<file path="src/rtl/stt_pkg.sv">
// ----------------------------------------------------------------------------
// stt_pkg
// Shared types, widths and character constants for the source text tokenizer.
// ----------------------------------------------------------------------------
package stt_pkg;

    localparam int CHAR_W         = 21;
    localparam int KIND_W         = 2;
    localparam int TOTAL_W        = 16;
    localparam int COUNT_BITS_DEF = 16;

    // stream widths; the data widths are padded to whole bytes
    localparam int IN_TDATA_W   = 24;
    localparam int OUT_TDATA_W  = 40;
    localparam int OUT_TUSER_W  = 3;

    // queue between front and back
    localparam int QDEPTH = 4;
    localparam int QPTR_W = $clog2(QDEPTH);
    localparam int QCNT_W = $clog2(QDEPTH + 1);

    // token kinds
    localparam logic [KIND_W-1:0] KIND_IDENT  = 2'd0;
    localparam logic [KIND_W-1:0] KIND_NUMBER = 2'd1;
    localparam logic [KIND_W-1:0] KIND_STRING = 2'd2;
    localparam logic [KIND_W-1:0] KIND_SYMBOL = 2'd3;

    // character codes
    localparam logic [CHAR_W-1:0] CH_NUL    = 21'd0;
    localparam logic [CHAR_W-1:0] CH_LF     = 21'd10;
    localparam logic [CHAR_W-1:0] CH_SPACE  = 21'd32;
    localparam logic [CHAR_W-1:0] CH_QUOTE  = 21'd34;
    localparam logic [CHAR_W-1:0] CH_DOLLAR = 21'd36;
    localparam logic [CHAR_W-1:0] CH_STAR   = 21'd42;
    localparam logic [CHAR_W-1:0] CH_DOT    = 21'd46;
    localparam logic [CHAR_W-1:0] CH_SLASH  = 21'd47;
    localparam logic [CHAR_W-1:0] CH_0      = 21'd48;
    localparam logic [CHAR_W-1:0] CH_9      = 21'd57;
    localparam logic [CHAR_W-1:0] CH_UA     = 21'd65;
    localparam logic [CHAR_W-1:0] CH_UZ     = 21'd90;
    localparam logic [CHAR_W-1:0] CH_USCORE = 21'd95;
    localparam logic [CHAR_W-1:0] CH_LA     = 21'd97;
    localparam logic [CHAR_W-1:0] CH_LZ     = 21'd122;

    // one result item
    typedef struct packed {
        logic [CHAR_W-1:0]  ch;
        logic [KIND_W-1:0]  kind;
        logic               first;
        logic               last;
        logic               eot;
        logic [TOTAL_W-1:0] total;
        logic               last_run;
    } t_res;

    // results of one input item: one or two
    typedef struct packed {
        logic two;
        t_res item0;
        t_res item1;
    } t_pair;

    function automatic logic f_is_alpha(input logic [CHAR_W-1:0] c);
        return (c >= CH_LA && c <= CH_LZ) || (c >= CH_UA && c <= CH_UZ) || (c == CH_USCORE);
    endfunction

    function automatic logic f_is_digit(input logic [CHAR_W-1:0] c);
        return (c >= CH_0) && (c <= CH_9);
    endfunction

    function automatic t_res f_item(input logic [CHAR_W-1:0] ch, input logic [KIND_W-1:0] kind,
                                    input logic first, input logic last);
        t_res r;
        r.ch       = ch;
        r.kind     = kind;
        r.first    = first;
        r.last     = last;
        r.eot      = 1'b0;
        r.total    = '0;
        r.last_run = 1'b0;
        return r;
    endfunction

endpackage

</file>
<file path="src/rtl/source_text_tokenizer_top.sv">
// ----------------------------------------------------------------------------
// source_text_tokenizer_top
// Streaming tokenizer: characters in, tagged token characters out.
// ----------------------------------------------------------------------------
// Usage
//   Slave channel: one character code per item in i_s_tdata; code zero ends
//   the text. Master channel: token characters with kind, first and last
//   marks; the end-of-text item carries the token count and sets tuser bit 2.
//   o_m_tlast marks the final item caused by one input character.
//   Throughput: one character per cycle while the queue has room. A
//   character that causes two items (a token closed together with a new
//   symbol, quote or end of text) needs two output transfers, so output
//   bandwidth sets the sustained rate. The scanner pushes into the queue at
//   the accepting edge; the queue loads the output register once that
//   register is empty or its item is being taken.
//   A four-entry queue decouples the scanner from the output stage; the
//   scanner takes input whenever the queue has room, also while the receiver
//   stalls, until the queue fills.
//   Identifier and number characters are held back by one character, until
//   the next one shows whether the token closes.
//   Reset clears scan mode, token count, queue and output register.
// ----------------------------------------------------------------------------
module source_text_tokenizer_top #(
    parameter int COUNT_BITS = stt_pkg::COUNT_BITS_DEF
) (
    input  logic                            i_clk,
    input  logic                            i_rst_n,
    // slave side
    input  logic                            i_s_tvalid,
    output logic                            o_s_tready,
    input  logic [stt_pkg::IN_TDATA_W-1:0]  i_s_tdata,  // [20:0] char_code
    // master side
    output logic                            o_m_tvalid,
    input  logic                            i_m_tready,
    output logic [stt_pkg::OUT_TDATA_W-1:0] o_m_tdata,  // [20:0] out_char, [21] first_of_token,
                                                        // [22] last_of_token, [38:23] token_total
    output logic [stt_pkg::OUT_TUSER_W-1:0] o_m_tuser,  // [1:0] token_kind, [2] end_of_text
    output logic                            o_m_tlast   // last_of_run
);
    import stt_pkg::*;

    logic  take;
    logic  push;
    t_pair push_pair;
    logic  q_full;
    logic  q_empty;
    logic  pop;
    t_pair head;
    t_res  out_item;

    assign o_s_tready = !q_full;
    assign take       = i_s_tvalid && o_s_tready;

    stt_front #(
        .COUNT_BITS (COUNT_BITS)
    ) u_front (
        .i_clk   (i_clk),
        .i_rst_n (i_rst_n),
        .i_take  (take),
        .i_char  (i_s_tdata[CHAR_W-1:0]),
        .o_push  (push),
        .o_pair  (push_pair)
    );

    stt_queue u_queue (
        .i_clk   (i_clk),
        .i_rst_n (i_rst_n),
        .i_push  (push),
        .i_pair  (push_pair),
        .o_full  (q_full),
        .i_pop   (pop),
        .o_head  (head),
        .o_empty (q_empty)
    );

    stt_back u_back (
        .i_clk   (i_clk),
        .i_rst_n (i_rst_n),
        .i_head  (head),
        .i_empty (q_empty),
        .o_pop   (pop),
        .i_ready (i_m_tready),
        .o_valid (o_m_tvalid),
        .o_item  (out_item)
    );

    // pack the output item
    assign o_m_tdata = {1'b0, out_item.total, out_item.last, out_item.first, out_item.ch};
    assign o_m_tuser = {out_item.eot, out_item.kind};
    assign o_m_tlast = out_item.last_run;

    // end of text is always the final item of its character
    a_eot_last: assert property (@(posedge i_clk) disable iff (!i_rst_n)
        (o_m_tvalid && out_item.eot) |-> o_m_tlast)
        else $error("end-of-text item without tlast");

    // a symbol token is exactly one character long
    a_symbol_single: assert property (@(posedge i_clk) disable iff (!i_rst_n)
        (o_m_tvalid && !out_item.eot && out_item.kind == KIND_SYMBOL) |->
        (out_item.first && out_item.last))
        else $error("symbol token not a single character");

    // queue cannot be full and empty together
    a_queue_level: assert property (@(posedge i_clk) disable iff (!i_rst_n)
        !(q_full && q_empty))
        else $error("queue full and empty at once");

endmodule

</file>
<file path="src/rtl/stt_front.sv">
// ----------------------------------------------------------------------------
// stt_front
// Scanner: classifies each character against the scan mode and builds the
// one or two result items it causes, ready to push into the queue.
// ----------------------------------------------------------------------------
module stt_front #(
    parameter int COUNT_BITS = stt_pkg::COUNT_BITS_DEF
) (
    input  logic                       i_clk,
    input  logic                       i_rst_n,
    input  logic                       i_take,
    input  logic [stt_pkg::CHAR_W-1:0] i_char,
    output logic                       o_push,
    output stt_pkg::t_pair             o_pair
);
    import stt_pkg::*;

    typedef enum logic [2:0] {
        M_IDLE, M_IDENT, M_NUMBER, M_STRING, M_SLASH, M_LINE, M_BLOCK, M_BSTAR
    } t_mode;

    localparam int LOW_W = (COUNT_BITS < TOTAL_W) ? COUNT_BITS : TOTAL_W;

    t_mode                   r_mode, n_mode;
    logic [CHAR_W-1:0]       r_held, n_held;
    logic [KIND_W-1:0]       r_kind, n_kind;
    logic                    r_first, n_first;
    logic                    r_dot, n_dot;
    logic [COUNT_BITS-1:0]   r_count, n_count;

    logic [1:0]              nres;
    t_res                    items [2];
    logic                    do_idle;
    logic [COUNT_BITS-1:0]   cnt;

    function automatic logic [COUNT_BITS-1:0] f_sat(input logic [COUNT_BITS-1:0] v);
        return (&v) ? v : v + 1'b1;
    endfunction

    // next-state and result building for one character
    always_comb begin
        n_mode  = r_mode;
        n_held  = r_held;
        n_kind  = r_kind;
        n_first = r_first;
        n_dot   = r_dot;
        cnt     = r_count;
        nres    = 2'd0;
        items[0] = '0;
        items[1] = '0;
        do_idle = 1'b0;

        unique case (r_mode)
            M_IDENT: begin
                if (f_is_alpha(i_char) || i_char == CH_DOLLAR) begin
                    items[nres[0]] = f_item(r_held, r_kind, r_first, 1'b0);
                    nres = nres + 2'd1;
                    n_held  = i_char;
                    n_first = 1'b0;
                end else begin
                    items[nres[0]] = f_item(r_held, r_kind, r_first, 1'b1);
                    nres = nres + 2'd1;
                    do_idle = 1'b1;
                end
            end
            M_NUMBER: begin
                if (f_is_digit(i_char) || i_char == CH_DOT) begin
                    // repeated dots are dropped
                    if (!(i_char == CH_DOT && r_dot)) begin
                        items[nres[0]] = f_item(r_held, r_kind, r_first, 1'b0);
                        nres = nres + 2'd1;
                        n_held  = i_char;
                        n_first = 1'b0;
                        if (i_char == CH_DOT) n_dot = 1'b1;
                    end
                end else begin
                    items[nres[0]] = f_item(r_held, r_kind, r_first, 1'b1);
                    nres = nres + 2'd1;
                    do_idle = 1'b1;
                end
            end
            M_STRING: begin
                if (i_char == CH_QUOTE) begin
                    items[nres[0]] = f_item(i_char, KIND_STRING, 1'b0, 1'b1);
                    nres = nres + 2'd1;
                    n_mode = M_IDLE;
                end else if (i_char == CH_NUL) begin
                    // unterminated string: supply the closing quote
                    items[nres[0]] = f_item(CH_QUOTE, KIND_STRING, 1'b0, 1'b1);
                    nres = nres + 2'd1;
                    do_idle = 1'b1;
                end else begin
                    items[nres[0]] = f_item(i_char, KIND_STRING, 1'b0, 1'b0);
                    nres = nres + 2'd1;
                end
            end
            M_SLASH: begin
                if (i_char == CH_SLASH) begin
                    n_mode = M_LINE;
                end else if (i_char == CH_STAR) begin
                    n_mode = M_BLOCK;
                end else begin
                    // lone slash is a symbol token
                    items[nres[0]] = f_item(CH_SLASH, KIND_SYMBOL, 1'b1, 1'b1);
                    nres = nres + 2'd1;
                    cnt = f_sat(cnt);
                    do_idle = 1'b1;
                end
            end
            M_LINE: begin
                if (i_char == CH_LF) n_mode = M_IDLE;
                else if (i_char == CH_NUL) do_idle = 1'b1;
            end
            M_BLOCK: begin
                if (i_char == CH_STAR) n_mode = M_BSTAR;
                else if (i_char == CH_NUL) do_idle = 1'b1;
            end
            M_BSTAR: begin
                if (i_char == CH_SLASH) n_mode = M_IDLE;
                else if (i_char == CH_NUL) do_idle = 1'b1;
                else if (i_char != CH_STAR) n_mode = M_BLOCK;
            end
            M_IDLE: begin
                do_idle = 1'b1;
            end
            default: begin
                do_idle = 1'b1;
            end
        endcase

        // character taken between tokens
        if (do_idle) begin
            n_mode = M_IDLE;
            priority if (i_char == CH_NUL) begin
                items[nres[0]] = f_item(CH_NUL, KIND_IDENT, 1'b0, 1'b0);
                items[nres[0]].eot   = 1'b1;
                items[nres[0]].total = TOTAL_W'(cnt[LOW_W-1:0]);
                nres = nres + 2'd1;
                cnt = '0;
            end else if (f_is_alpha(i_char)) begin
                n_held  = i_char;
                n_first = 1'b1;
                n_kind  = KIND_IDENT;
                n_mode  = M_IDENT;
                cnt = f_sat(cnt);
            end else if (f_is_digit(i_char)) begin
                n_held  = i_char;
                n_first = 1'b1;
                n_kind  = KIND_NUMBER;
                n_dot   = 1'b0;
                n_mode  = M_NUMBER;
                cnt = f_sat(cnt);
            end else if (i_char == CH_QUOTE) begin
                items[nres[0]] = f_item(i_char, KIND_STRING, 1'b1, 1'b0);
                nres = nres + 2'd1;
                n_mode = M_STRING;
                cnt = f_sat(cnt);
            end else if (i_char <= CH_SPACE) begin
                // blank, skipped
            end else if (i_char == CH_SLASH) begin
                n_mode = M_SLASH;
            end else begin
                items[nres[0]] = f_item(i_char, KIND_SYMBOL, 1'b1, 1'b1);
                nres = nres + 2'd1;
                cnt = f_sat(cnt);
            end
        end

        n_count = cnt;

        // mark the final result of this character
        if (nres == 2'd2) items[1].last_run = 1'b1;
        else              items[0].last_run = 1'b1;
    end

    assign o_push       = i_take && (nres != 2'd0);
    assign o_pair.two   = (nres == 2'd2);
    assign o_pair.item0 = items[0];
    assign o_pair.item1 = items[1];

    // scanner state
    always_ff @(posedge i_clk) begin
        if (!i_rst_n) begin
            r_mode  <= M_IDLE;
            r_held  <= '0;
            r_kind  <= KIND_IDENT;
            r_first <= 1'b0;
            r_dot   <= 1'b0;
            r_count <= '0;
        end else if (i_take) begin
            r_mode  <= n_mode;
            r_held  <= n_held;
            r_kind  <= n_kind;
            r_first <= n_first;
            r_dot   <= n_dot;
            r_count <= n_count;
        end
    end

endmodule

</file>
<file path="src/rtl/stt_queue.sv">
// ----------------------------------------------------------------------------
// stt_queue
// Small register queue of result pairs between scanner and output stage.
// ----------------------------------------------------------------------------
module stt_queue (
    input  logic           i_clk,
    input  logic           i_rst_n,
    input  logic           i_push,
    input  stt_pkg::t_pair i_pair,
    output logic           o_full,
    input  logic           i_pop,
    output stt_pkg::t_pair o_head,
    output logic           o_empty
);
    import stt_pkg::*;

    t_pair              r_mem [QDEPTH];
    logic [QPTR_W-1:0]  r_wr, r_rd;
    logic [QCNT_W-1:0]  r_cnt;

    assign o_full  = (r_cnt == QCNT_W'(QDEPTH));
    assign o_empty = (r_cnt == '0);
    assign o_head  = r_mem[r_rd];

    // storage
    always_ff @(posedge i_clk) begin
        if (i_push) r_mem[r_wr] <= i_pair;
    end

    // pointers and fill level
    always_ff @(posedge i_clk) begin
        if (!i_rst_n) begin
            r_wr  <= '0;
            r_rd  <= '0;
            r_cnt <= '0;
        end else begin
            if (i_push) r_wr <= (r_wr == QPTR_W'(QDEPTH - 1)) ? '0 : r_wr + 1'b1;
            if (i_pop)  r_rd <= (r_rd == QPTR_W'(QDEPTH - 1)) ? '0 : r_rd + 1'b1;
            if (i_push && !i_pop)      r_cnt <= r_cnt + 1'b1;
            else if (i_pop && !i_push) r_cnt <= r_cnt - 1'b1;
        end
    end

endmodule

</file>
<file path="src/rtl/stt_back.sv">
// ----------------------------------------------------------------------------
// stt_back
// Output stage: splits each queued pair into single items and holds the
// current item in an output register until the receiver takes it.
// ----------------------------------------------------------------------------
module stt_back (
    input  logic           i_clk,
    input  logic           i_rst_n,
    input  stt_pkg::t_pair i_head,
    input  logic           i_empty,
    output logic           o_pop,
    input  logic           i_ready,
    output logic           o_valid,
    output stt_pkg::t_res  o_item
);
    import stt_pkg::*;

    logic r_valid;
    logic r_idx;
    t_res r_item;
    logic load;

    assign load    = (!r_valid || i_ready) && !i_empty;
    assign o_pop   = load && (!i_head.two || r_idx);
    assign o_valid = r_valid;
    assign o_item  = r_item;

    // output register and pair position
    always_ff @(posedge i_clk) begin
        if (!i_rst_n) begin
            r_valid <= 1'b0;
            r_idx   <= 1'b0;
        end else begin
            if (load) begin
                r_valid <= 1'b1;
                r_idx   <= !o_pop;
            end else if (i_ready) begin
                r_valid <= 1'b0;
            end
        end
    end

    always_ff @(posedge i_clk) begin
        if (load) r_item <= r_idx ? i_head.item1 : i_head.item0;
    end

endmodule

</file>
<file path="config.mk">
export PLATFORM = sky130hd
export DESIGN_NAME = source_text_tokenizer_top
export DESIGN_NICKNAME = d
export VERILOG_FILES = /design/src/rtl/stt_pkg.sv /design/src/rtl/source_text_tokenizer_top.sv /design/src/rtl/stt_front.sv /design/src/rtl/stt_queue.sv /design/src/rtl/stt_back.sv
export SDC_FILE = /design/constraint.sdc
export NUM_CORES = 1
export LEC_CHECK = 0
export CAP_MARGIN = 20
export CORE_MARGIN = 1
export CORE_UTILIZATION = 64
export CTS_BUF_LIST = sky130_fd_sc_hd__clkbuf_16
export DETAILED_ROUTE_END_ITERATION = 12
export DONT_BUFFER_PORTS = 1
export HOLD_SLACK_MARGIN = 0.15
export PLACE_DENSITY = 0.8
export SLEW_MARGIN = 25
export SYNTH_ARGS = -nofsm -noshare
export SYNTH_HDL_FRONTEND = slang
export SYNTH_HIERARCHICAL = 1
export SYNTH_SLANG_ARGS = --single-unit
</file>
<file path="constraint.sdc">
create_clock -name i_clk -period 7 [get_ports i_clk]
set_input_delay 1.4 -clock i_clk [delete_from_list [all_inputs] [get_ports i_clk]]
set_output_delay 1.4 -clock i_clk [all_outputs]
set_load 0.01 [all_outputs]
</file>
=== Word-level counts from Yosys, hierarchy flattened ===
Memory sizes are Yosys's and may differ from the RTL's. A register that Yosys moved wholly into a read port is not among the register bits.
Index checks and enable logic that the tools add are counted.

* Input port bits: 28
* Logic and storage cells: 214
* Memories kept: 1
* Bits in writable memories: 348
* Register bits after elaboration: 96

{| class="wikitable"
|+ Memories
! name !! depth !! bits a word !! read ports !! clocked after memory_dff !! wr ports !! line !! RTL
|-
| u_queue.r_mem || 4 || 87 || 1 || 1 || 1 || stt_queue.sv:17 || <nowiki>t_pair r_mem [QDEPTH];</nowiki>
|}

* Magnitude comparators: 9
* Equal/unequal tests: 25
* Reduce and logical (&&, ||, !) cells: 36
* Multiplexer cells: 114
* Bitwise operators: 4
* $add $sub $neg: 7

{| class="wikitable"
|+ Operator list
! cell !! number
|-
| 86-bit 2-to-1 mux || 7
|-
| 86-bit bitwise mux || 4
|-
| 43-bit 2-to-1 mux || 7
|-
| 16-bit 2-to-1 mux || 12
|-
| 43-bit case mux with 4 select lines || 1
|-
| 21-bit 2-to-1 mux || 7
|-
| 43-bit demux with 1-bit select || 3
|-
| 21-bit by 6-bit equality test with 1-bit output (second input constant) || 5
|-
| 86-bit bitwise AND || 1
|-
| 86-bit inverter || 1
|-
| 3-bit 2-to-1 mux || 17
|-
| 21-bit by 7-bit >= comparator with 1-bit output (second input constant) || 2
|-
| 21-bit by 6-bit less-or-equal comparator with 1-bit output (second input constant) || 2
|-
| 21-bit by 7-bit less-or-equal comparator with 1-bit output (second input constant) || 2
|-
| 21-bit case mux with 2 select lines || 1
|-
| 1-bit 2-to-1 mux || 33
|-
| 16-bit by 1-bit adder with 16-bit output (second input constant) || 2
|-
| 16-bit AND reduction || 2
|-
| 2-bit 2-to-1 mux || 14
|-
| 28-bit 2-to-1 mux || 1
|-
| 21-bit by 4-bit equality test with 1-bit output (second input constant) || 1
|-
| 21-bit by 7-bit equality test with 1-bit output (second input constant) || 1
|-
| 21-bit by 6-bit >= comparator with 1-bit output (second input constant) || 1
|-
| 21-bit zero test || 1
|-
| other kinds (31) || 67
|}

=== Logic depth before layout (Yosys ltp) ===
Gate-level depths: netlist of run 1.

* Depth after elaboration: 19
* Mapped depth: 21
* Mapped depth without buffers: 18

=== By module ===
The synthesis of run 1 kept the hierarchy.

{| class="wikitable"
|+ Modules (own cells, without submodules)
! module !! cells each !! times used !! area each (um^2)
|-
| stt_queue || 499 || 1 || 13012.5
|-
| stt_front || 604 || 1 || 4251.6
|-
| stt_back || 102 || 1 || 2105.8
|-
| source_text_tokenizer_top || 4 || 1 || 21.3
|}

=== Least setup slack after synthesis of run 1 ===
Ideal clock, no wire load.

* Path kind: input -> register
* Start point: input i_s_tdata[4] (netlist name)
* End point: memory u_queue/r_mem[0][0] (netlist name) (enable)
* Arrival time: 6107 ps
* Stages: 11
* Slack: 438 ps
* Required time: 6545 ps
* Cell sequence: buf_2 > or4b_1 > nor3_1 > nand2_1 > a31o_2 > a2111oi_4 > nor2_1 > a31oi_1 > o221ai_1 > a21oi_1 > and2_1

* Word-level cells in the longest chain between the ends: 17
* Elaborated cells on any way between the ends: 50

{| class="wikitable"
|+ RTL lines
! what !! line !! RTL
|-
| from (decl) || source_text_tokenizer_top.sv:31 || <nowiki>input logic [stt_pkg::IN_TDATA_W-1:0] i_s_tdata,</nowiki>
|-
| 21-bit by 6-bit >= comparator with 1-bit output (tied with other cells) || stt_pkg.sv:68 || <nowiki>return (c >= CH_0) && (c <= CH_9);</nowiki>
|-
| 1-bit logical AND, on equally long branches || stt_pkg.sv:68, stt_front.sv:69 ||
|-
| 1-bit logical OR / 1-bit 2-to-1 mux (equally long branches) || stt_front.sv:67, stt_front.sv:69 ||
|-
| 1-bit 2-to-1 mux || stt_front.sv:67 || <nowiki>if (f_is_digit(i_char) || i_char == CH_DOT) begin</nowiki>
|-
| 2-bit case mux with 3 select lines || stt_front.sv:53 || <nowiki>unique case (r_mode)</nowiki>
|-
| 2-bit by 1-bit adder with 2-bit output || stt_front.sv:138, stt_front.sv:155, stt_front.sv:164 ||
|-
| 2-bit 2-to-1 mux || stt_front.sv:160 || <nowiki>end else if (i_char == CH_SLASH) begin</nowiki>
|-
| 2-bit 2-to-1 mux || stt_front.sv:158 || <nowiki>end else if (i_char <= CH_SPACE) begin</nowiki>
|-
| [2 not listed] || n/a ||
|-
| 2-bit 2-to-1 mux || stt_front.sv:140 || <nowiki>end else if (f_is_alpha(i_char)) begin</nowiki>
|-
| 2-bit 2-to-1 mux || stt_front.sv:134 || <nowiki>priority if (i_char == CH_NUL) begin</nowiki>
|-
| 2-bit 2-to-1 mux (*) || stt_front.sv:132 || <nowiki>if (do_idle) begin</nowiki>
|-
| 2-bit nonzero test (*) || stt_front.sv:176 || <nowiki>assign o_push = i_take && (nres != 2'd0);</nowiki>
|-
| 1-bit logical AND (*) || stt_front.sv:176 ||
|-
| named net push || source_text_tokenizer_top.sv:43 || <nowiki>logic push;</nowiki>
|-
| 1-bit 2-to-1 mux (*) || stt_queue.sv:27 || <nowiki>if (i_push) r_mem[r_wr] <= i_pair;</nowiki>
|-
| 1-bit 2-to-1 mux (implied by the code) (*) || stt_queue.sv:27 ||
|-
| to (decl) || stt_queue.sv:17 ||
|}

The timed path passes the listed nets; every way through them passes the cells marked *.

=== Worst setup path after layout of run 1 ===
* Start point: input i_s_tdata[14] (netlist name)
* End point: register u_queue.r_cnt[2]

* Word-level cells in the longest chain between the ends: 18
* Elaborated cells on any way between the ends: 53

{| class="wikitable"
|+ RTL lines
! what !! line !! RTL
|-
| 21-bit by 6-bit >= comparator with 1-bit output (tied with other cells) || stt_pkg.sv:68 ||
|-
| 1-bit logical AND, on equally long branches || stt_pkg.sv:68, stt_front.sv:69 ||
|-
| 1-bit logical OR / 1-bit 2-to-1 mux (equally long branches) || stt_front.sv:67, stt_front.sv:69 ||
|-
| 1-bit 2-to-1 mux || stt_front.sv:67 ||
|-
| 2-bit case mux with 3 select lines || stt_front.sv:53 ||
|-
| 2-bit by 1-bit adder with 2-bit output || stt_front.sv:138, stt_front.sv:155, stt_front.sv:164 ||
|-
| 2-bit 2-to-1 mux || stt_front.sv:160 ||
|-
| 2-bit 2-to-1 mux || stt_front.sv:158 ||
|-
| [3 not listed] || n/a ||
|-
| 2-bit 2-to-1 mux || stt_front.sv:134 ||
|-
| 2-bit 2-to-1 mux (*) || stt_front.sv:132 ||
|-
| 2-bit nonzero test (*) || stt_front.sv:176 ||
|-
| 1-bit logical AND (*) || stt_front.sv:176 ||
|-
| named net push || source_text_tokenizer_top.sv:43 ||
|-
| 1-bit zero test || stt_queue.sv:40 || <nowiki>else if (i_pop && !i_push) r_cnt <= r_cnt - 1'b1;</nowiki>
|-
| 1-bit logical AND || stt_queue.sv:40 ||
|-
| 2-bit nonzero test (no line) || n/a ||
|-
| to (signal assigned) || stt_queue.sv:39 || <nowiki>if (i_push && !i_pop) r_cnt <= r_cnt + 1'b1;</nowiki>
|-
| to (signal assigned) || stt_queue.sv:40 ||
|-
| to (decl) || stt_queue.sv:19 || <nowiki>logic [QCNT_W-1:0] r_cnt;</nowiki>
|}

Marked as above.
A chain may end at the register's enable or synchronous reset.

==> out/summary.md, run 1 <==
The flow ran to the end, and the final reports show no timing, DRC or antenna violations. For the number of clock sinks, the log shows 445. Gates resized during post-CTS repair numbered 0. In this run the worst path has a maximum fanout of 11. The number of slew-limit violations in the final report is 0. The count of H-tree levels built during CTS came out at 2. Of all cell types, the one taking the most synthesized area is sky130_fd_sc_hd__edfxtp_1.

The number of nets in the final layout was 1245; the overall die width was 176 um. For the global-route wire length before repair, the log shows 63.2 mm. For the effective utilization at floorplan, the log shows 0.653. The completed layout was analyzed and its total power is 0.00931 W. The vertical die dimension was 176 um; the switching share of power was 0.301. The commonest cells after synthesis are 391 x sky130_fd_sc_hd__edfxtp_1, 87 x sky130_fd_sc_hd__mux4_2, 84 x sky130_fd_sc_hd__nor2_1. The async set-reset flop share out of synthesis was 0. The root buffer selected by CTS is sky130_fd_sc_hd__clkbuf_16. The clock skew is 20.5 ps, and the half-perimeter wire length after placement is 24.8 mm. After clock tree synthesis, the setup repair step added 0 buffers.

The most used flip-flop cell after synthesis is sky130_fd_sc_hd__edfxtp_1. The clock transition at the register clock pins on the worst setup and hold paths after CTS was 60 ps; the post-synth net total was 1247. For the worst slew slack as a fraction of its limit, the log shows 0.335. The finished cells cover 21200 um^2. The worst-case clock buffer depth came out at 3. The tightest hold path in the finished design has a slack of 488 ps. For the met2 global-route usage, the log shows 0.432. Yosys attributes the largest share of cell area to sky130_fd_sc_hd__edfxtp_1 61%, sky130_fd_sc_hd__mux4_2 10%, sky130_fd_sc_hd__dfxtp_1 5.6%, sky130_fd_sc_hd__mux2_4 3.0%, sky130_fd_sc_hd__nor2_1 1.6%. Entering global routing, the biggest net connects 59 pins.

The worst hold path class was flip-flop to flip-flop. The count of buffers from port buffering is 0, and the standard cell core area is 29700 um^2. Summed over all failing endpoints, the final setup total negative slack is 0 ps. Timing would allow up to 0.183 GHz. The number of setup violations in the final report was 0; the clock latency reported for the late side of the worst-skew pair was 540 ps. The average instance in the mapped netlist occupies 16.0 um^2. Critical-path cell with the highest stage delay: sky130_fd_sc_hd__nor3_1. The mux cell area share after synthesis was 0.145. In this run, CTS created clock tree buffers numbering 45. The total global routing track utilization was 0.271; the worst-margin pin slew was 998 ps. The length of the first detailed-routing pass in iterations is 7, and the number of instances in the synthesized netlist is 1209. The placed instances occupy a cell area of 19700 um^2. The maximum single-stage delay on the critical path is 590 ps, and the number of DRC markers after the initial detailed-route iteration is 1229. The maximum resistive drop on vdd came out at 0.000300 V. The main combinational cell family by area after synthesis is multiplexers. The global routing met1 resource utilization is 0.378, and the count of flip-flops with a built-in enable after synthesis is 391.

The fraction of the mapped netlist area in compound gates came out at 0.0625. The part of the cycle the worst path needs works out to 0.779. The most common cell in the synthesized netlist is sky130_fd_sc_hd__edfxtp_1. Share of total power in the clock network: 0.254. For the remaining global-route overflow, the log shows 0.

STA puts the critical path data required time at 7470 ps. The repair_antennas step left the layout with diodes totalling 0. The kind of critical path is primary input to flip-flop.

The cell area after synthesis was 19400 um^2. The total via count after detailed routing is 11043. The max-cap violation count is 0. Endpoint class of the critical path: a flip-flop. The element type at the critical path start is a primary input. The combinational share of power was 0.298.

The analysis attributes to cell leakage a power of 7.21 nW. In this run the remaining antenna-violating nets after routing total 0. Count of warnings emitted by yosys: 6. The internal power of the cells totals 0.00651 W.

The power density over the cells is 439 nW/um^2. The smallest clock period supported by the final layout is computed as 5460 ps. Proportion of layout cells with a drive suffix above 1: 0.201. The initial antenna violation count came out at 0. The fraction of the mapped netlist area in simple logic gates was 0.0874.

STA puts the critical path data arrival time at 5930 ps. Fill cells in the final layout number 1781. TritonCTS built the clock tree. The register bit total from synthesis is 445, and the floorplan die area is 31000 um^2. The final count of hold timing violations is 0, and the sequential element share of the synthesized area is 0.661. The tools report the sequential cell fraction of total power as 0.448.

The post-synthesis xor/xnor area fraction was 0.00813; the number of unique standard cell types used by synthesis was 88. Buffers inserted to repair hold after CTS numbered 0. The critical path goes through nor3_1, nand4_1, buf_4, nor3_2, nor2_1, a2111oi_4, buf_4, nor2_1, a31oi_1, o221ai_1, a21oi_1, ha_1, inv_1, fa_1, xor2_1, or3_1, a21boi_0.

The layer flagged by global routing as most heavily used is met2. Setup repair after global routing left no endpoint under its margin. Adder and majority cell fraction of the synthesized area: 0.00684.

The via count of the first global-routing pass is 11114. The area added between synthesis and finish was 9.27%; the met3 demand-to-capacity share in global routing was 0.0484. The run gives 41.1 mm as the total length of routed wires. The final weighted congestion of routability-driven global placement was 0.919. Using the TritonRoute via totals, the vias-per-cell ratio works out to 6.77. The area fraction of the dominant cell type after synthesis was 0.605. Summed over all nets, the switching power comes to 0.00280 W. 74 I/O pins were placed. The logs give 63 for the number of placement rows and 0 for the number of remaining DRC errors. The final routed wire length divided by cell count works out to 25.2 um.
==> stage by stage <==
step / instances / worst slack (ps) / utilization
finish: 1631 / 1540 / 0.713
global placement: 1550 / 1180 / 0.663
detailed placement: 1550 / 1030 / 0.663
floorplan: 1209 / 438 / -
CTS: 1631 / 1600 / 0.713
global route: 1631 / 1270 / 0.713
==> registers in the layout (all words and copies together), names as in the netlist, named ones only <==
name	flops
u_back/o_valid	1
u_back/r_idx	1
u_front/r_dot	1
u_queue/r_mem	348
u_front/r_kind	1
u_front/r_first	1
u_back/o_item	43
u_queue/r_wr	2
u_front/r_held	21
u_queue/r_cnt	3
u_queue/r_rd	2
u_front/r_mode	3
u_front/r_count	16
==> cells in the final DEF (no fill, tap or decap), types with 5 or more instances in the layout <==
master                      instances
sky130_fd_sc_hd__a21oi_1           31
sky130_fd_sc_hd__o21ai_0           35
sky130_fd_sc_hd__bufinv_16          6
sky130_fd_sc_hd__buf_12             7
sky130_fd_sc_hd__a22o_1            17
sky130_fd_sc_hd__nand3_1           23
sky130_fd_sc_hd__nand3b_1           8
sky130_fd_sc_hd__and3_1            29
sky130_fd_sc_hd__xor2_1            10
sky130_fd_sc_hd__o21a_1             7
sky130_fd_sc_hd__or3_1              7
sky130_fd_sc_hd__nand4_1           15
sky130_fd_sc_hd__nor2_1            83
sky130_fd_sc_hd__a22oi_1            6
sky130_fd_sc_hd__buf_4             19
sky130_fd_sc_hd__nor2b_1           11
sky130_fd_sc_hd__and2_1            24
sky130_fd_sc_hd__clkinv_1          11
sky130_fd_sc_hd__mux2i_1           22
sky130_fd_sc_hd__xnor2_1            8
sky130_fd_sc_hd__a211oi_1           9
sky130_fd_sc_hd__ha_1               9
sky130_fd_sc_hd__o31ai_1            5
sky130_fd_sc_hd__mux2_4            39
sky130_fd_sc_hd__mux4_2            87
sky130_fd_sc_hd__inv_1             35
sky130_fd_sc_hd__edfxtp_1         391
sky130_fd_sc_hd__dfxtp_1           51
sky130_fd_sc_hd__clkbuf_16         46
sky130_fd_sc_hd__a21o_1             5
sky130_fd_sc_hd__nor3_1            28
sky130_fd_sc_hd__nand2_1           58
sky130_fd_sc_hd__o21ai_1            6
==> power groups by stage <==
stage	Sequential [W]	Combinational (W)	Clock [W]
4_1_cts	0.00418	0.00278	0.00240
2_1_floorplan	0.00413	0.00215	0
3_3_place_gp	0.00418	0.00266	0
3_5_place_dp	0.00423	0.00275	0
6_report	0.00417	0.00278	0.00236
5_1_grt	0.00424	0.00296	0.00250
==> kinds of logic (layout without fill, tap and decap cells) <==
kind of cell             Yosys count  after routing
buffers and inverters             97            129
XOR/XNOR                          18             18
adder cells (fa/ha/maj)           10             10
other                              1              1
AO/OA/AOI/OAI                    167            167
flip-flops                       445            445
multiplexers                     152            152
AND/OR/NAND/NOR                  319            319
==> critical path, delay by kind of cell <==
kind / cells / cell delay, ps
and+or+nand+nor: 6 / 1830
xor gates and xnor gates: 1 / 160
AOI/OAI and AO/OA: 5 / 1290
adders and majority gates: 2 / 690
buffers and inverters: 3 / 520
==> layout make-up <==
type,count,area (um^2),share of cell area
clock inverters,35,314,0.0148
clock buffers,46,1150,0.0543
repair buffers,26,283,0.0133
multi-input cells,667,6040,0.285
flip-flops and latches,445,12800,0.606
inverters,22,82.6,0.00390
well taps,390,488,0.0230
==> final timing paths <==
check / slack (ps) / depth (start not counted) / start / endpoint
min: 490 / 1 / u_front/r_held[19]$_SDFFE_PN0P_ / u_front/r_held[19]$_SDFFE_PN0P_
max reg2reg: 1870 / 18 / u_front/r_mode[2]$_SDFFE_PN0P_ / u_queue/r_cnt[2]$_SDFFE_PN0P_
max: 1540 / 17 / i_s_tdata[14] / u_queue/r_cnt[2]$_SDFFE_PN0P_
min reg2reg: 490 / 1 / u_front/r_held[19]$_SDFFE_PN0P_ / u_front/r_held[19]$_SDFFE_PN0P_
==> layer usage <==
metal | share of wire | up-vias
met2 | 0.49 | 582
met1 | 0.40 | 5604
met5 | 0 | -
met4 | 0.031 | 0
li1 | - | 4765
met3 | 0.086 | 92
No activity file was read; power rests on OpenSTA's default activity.
==> run 2, diff against run 1 <==
==> constraint.sdc (replaced) <==
create_clock -name i_clk -period 5.6 [get_ports i_clk]
set_input_delay 1.12 -clock i_clk [delete_from_list [all_inputs] [get_ports i_clk]]
set_output_delay 1.12 -clock i_clk [all_outputs]
set_load 0.01 [all_outputs]
==> run 2 against run 1 <==
  * Combinational power grew 18%
  * Critical path depth fell by 2
  * Global-route usage shrank 0.39 points
  * Setup slack got worse by 890 ps
  * Via count is 2.0% lower
  * Count of clock-buffer cells in the layout is the same
  * Routed wire length is 2.4% lower
  * Final area is 0.35% higher
  * Register-to-register slack lost 1200 ps
==> out/summary.md, run 2 (synthesis gave the netlist of run 1 again) <==
The flow ran to the end, and the final reports show no timing, DRC or antenna violations. The number of routed nets with antenna violations was 0 (unchanged); the worst-case clock buffer depth was 3 (unchanged). Hold-fix buffer count after cts: 0 (unchanged).

For the final weighted congestion of routability-driven global placement, the log shows 0.945 (+2.8%). Count of H-tree levels built during CTS: 2 (unchanged). The worst setup path is captured at a flip-flop.

The leakage power total was 7.22 nW (+0.17%). The worst-margin pin slew was 1070 ps (+70.4 ps); the clock buffer count from CTS was 44 (-2.2%). The area added between synthesis and finish is 9.66%. The logs give 5 (-2) for the length of the first detailed-routing pass in iterations and 0 ps (unchanged) for the setup TNS after final layout. TritonCTS built the clock tree.

The number of placement rows was 63 (unchanged); the clock latency reported for the late side of the worst-skew pair was 540 ps (about the same). For the footprint of the flip-flops and latches, the log shows 12800 um^2 (unchanged). The library cell used most frequently in the layout, excluding fill and tap cells, is sky130_fd_sc_hd__edfxtp_1. The worst path needs 4940 ps of the cycle, external delays included. The logs give 40.1 mm (-2.4%) for the total length of routed wires and 10825 (-2.0%) for the total via count after detailed routing.

Power density over the cells: 544 nW/um^2 (+24%). The run gives 0.000568 V (+90%) as the maximum resistive drop on vdd. Data arrival time of the critical path: 5410 ps (-520 ps).

The run gives 0 (unchanged) as the initial antenna violation count. The critical path is of the flip-flop to flip-flop type. The number of DRC markers after the initial detailed-route iteration is 1130 (-8.1%). Total global routing track utilization: 0.267 (-0.00386). The maximum number of pins on one net before global-route repair is 54 (-8.5%), and the required time at the worst-slack endpoint is 6070 ps (-1400 ps).

The run gives 0 (unchanged) as the number of slew-limit violations in the final report. Setup repair after global routing left no endpoint under its margin. The floorplan die area was 31000 um^2 (unchanged). The post-detailed-route via-to-cell ratio came out at 6.60 (-2.5%). The tools report the post-placement worst setup slack as 228 ps (-798 ps).

The final count of hold timing violations is 0 (unchanged), and the part of the cycle the worst path needs is 0.883. For the internal reg-to-reg setup slack, the log shows 660 ps (-1210 ps). Worst hold path class: flip-flop to flip-flop. The count of buffers from port buffering works out to 0 (unchanged).

Counting flops per register, the top entry is u_queue/r_mem. The tools report the clock skew as 13.9 ps (-6.61 ps). The run gives 0.653 (unchanged) as the effective utilization at floorplan. For the total inserted antenna cells, the log shows 0 (unchanged).

The tools report the half-perimeter wire length after placement as 24.0 mm (-3.4%). The worst slew slack as a fraction of its limit was 0.288 (-0.0469); the proportion of layout cells with a drive suffix above 1 was 0.212 (+0.0114). The logs give 10978 (-1.2%) for the via count of the first global-routing pass and 0 (unchanged) for the number of remaining DRC errors. The final cell count without fillers was 1640 (+0.55%); the total I/O pin count was 74 (unchanged). The number of buffers inserted by post-CTS setup repair came out at 0 (unchanged). The overall die width is 176 um (unchanged), and the vertical die dimension is 176 um (unchanged).

Combined area of the multi-input logic cells: 6030 um^2 (about the same). Based on the critical path, the design can be clocked at up to 0.202 GHz. The largest fanout of any net on the critical path came out at 11 (unchanged). The clock transition at the register clock pins on the worst setup and hold paths after CTS works out to 60 ps (about the same). The placed cell count came out at 1557 (+0.45%). Root buffer selected by CTS: sky130_fd_sc_hd__clkbuf_16. The final routed wire length divided by cell count works out to 24.4 um (-3.0%). The flip-flop count of the largest register, all copies and words added is 348 (unchanged), and the number of clock sinks is 445 (unchanged). The number of nets in the final layout was 1252 (+0.56%). For the filler cell count, the log shows 1788 (+0.39%).

The setup slack of the critical path after layout was 657 ps (-888 ps). The logs give 0 (unchanged) for the max-cap violation count and 62.2 mm (-1.5%) for the global-route wire length before repair. The logs give 29700 um^2 (unchanged) for the standard cell core area and 0 (unchanged) for the remaining global-route overflow. Element type at the critical path start: a flip-flop.

The tools report the number of setup violations in the final report as 0 (unchanged). In the layout the commonest cells are 391 x sky130_fd_sc_hd__edfxtp_1, 87 x sky130_fd_sc_hd__mux4_2, 83 x sky130_fd_sc_hd__nor2_1. The tools report the post-cts sizing count as 0 (unchanged).
## run 2: cell types whose count changed in the layout (fill, tap and decap cells not counted), sizes merged
cell	delta
buf	+8
bufinv	-1
clkinv	+3
clkinvlp	+5
inv	-6
## run 2: through the flow
stage          utilization  hold slack (ps)  total power [W]  cell area [um^2]
6_report             0.716              487           0.0116             21300
3_3_place_gp         0.666              466          0.00854             19800
3_5_place_dp         0.666              470          0.00868             19800
5_1_grt              0.716              495           0.0121             21300
4_1_cts              0.715              485           0.0116             21200
2_1_floorplan            -              453          0.00783             19400
## run 2: power by group
group | internal [W] | total (W) | switching [W]
Sequential | 0.00483 | 0.00535 | 0.000521
Clock | 0.00172 | 0.00293 | 0.00121
Combinational | 0.00158 | 0.00329 | 0.00172
## run 2: layer usage
metal	GRT usage	share of wire	vias to the layer above
met5	0	0	-
met2	0.430	0.49	469
met4	0.0895	0.026	0
met1	0.379	0.42	5504
li1	-	-	4777
met3	0.0381	0.068	75
## run 2: worst paths after layout
kind	from	to	cells after the start
setup / recovery	u_front/r_mode[2]$_SDFFE_PN0P_	u_queue/r_cnt[2]$_SDFFE_PN0P_	15
hold / removal	u_front/r_held[7]$_SDFFE_PN0P_	u_front/r_held[7]$_SDFFE_PN0P_	1
setup reg to reg	u_front/r_mode[2]$_SDFFE_PN0P_	u_queue/r_cnt[2]$_SDFFE_PN0P_	15
hold reg to reg	u_front/r_held[7]$_SDFFE_PN0P_	u_front/r_held[7]$_SDFFE_PN0P_	1
## run 2: final cells by class
cell class | count | area share
Inverter | 22 | 0.00388
Sequential cell | 445 | 0.604
Clock buffer | 46 | 0.0541
Timing Repair Buffer | 34 | 0.0173
Clock inverter | 36 | 0.0145
Tap cell | 390 | 0.0229
Multi-Input combinational cell | 667 | 0.284
## run 2: critical path: stages, from the launching register on
cell,delay (ps)
sky130_fd_sc_hd__dfxtp_1,610
sky130_fd_sc_hd__inv_1,210
sky130_fd_sc_hd__nor3_2,500
sky130_fd_sc_hd__o21a_1,210
sky130_fd_sc_hd__a31o_2,200
sky130_fd_sc_hd__o311ai_2,140
sky130_fd_sc_hd__nor3_1,790
sky130_fd_sc_hd__or2_2,360
sky130_fd_sc_hd__nor2_1,80
sky130_fd_sc_hd__a21oi_1,380
sky130_fd_sc_hd__ha_1,260
sky130_fd_sc_hd__inv_1,80
sky130_fd_sc_hd__fa_1,430
sky130_fd_sc_hd__xor2_1,160
sky130_fd_sc_hd__or3_1,300
sky130_fd_sc_hd__a21boi_0,170
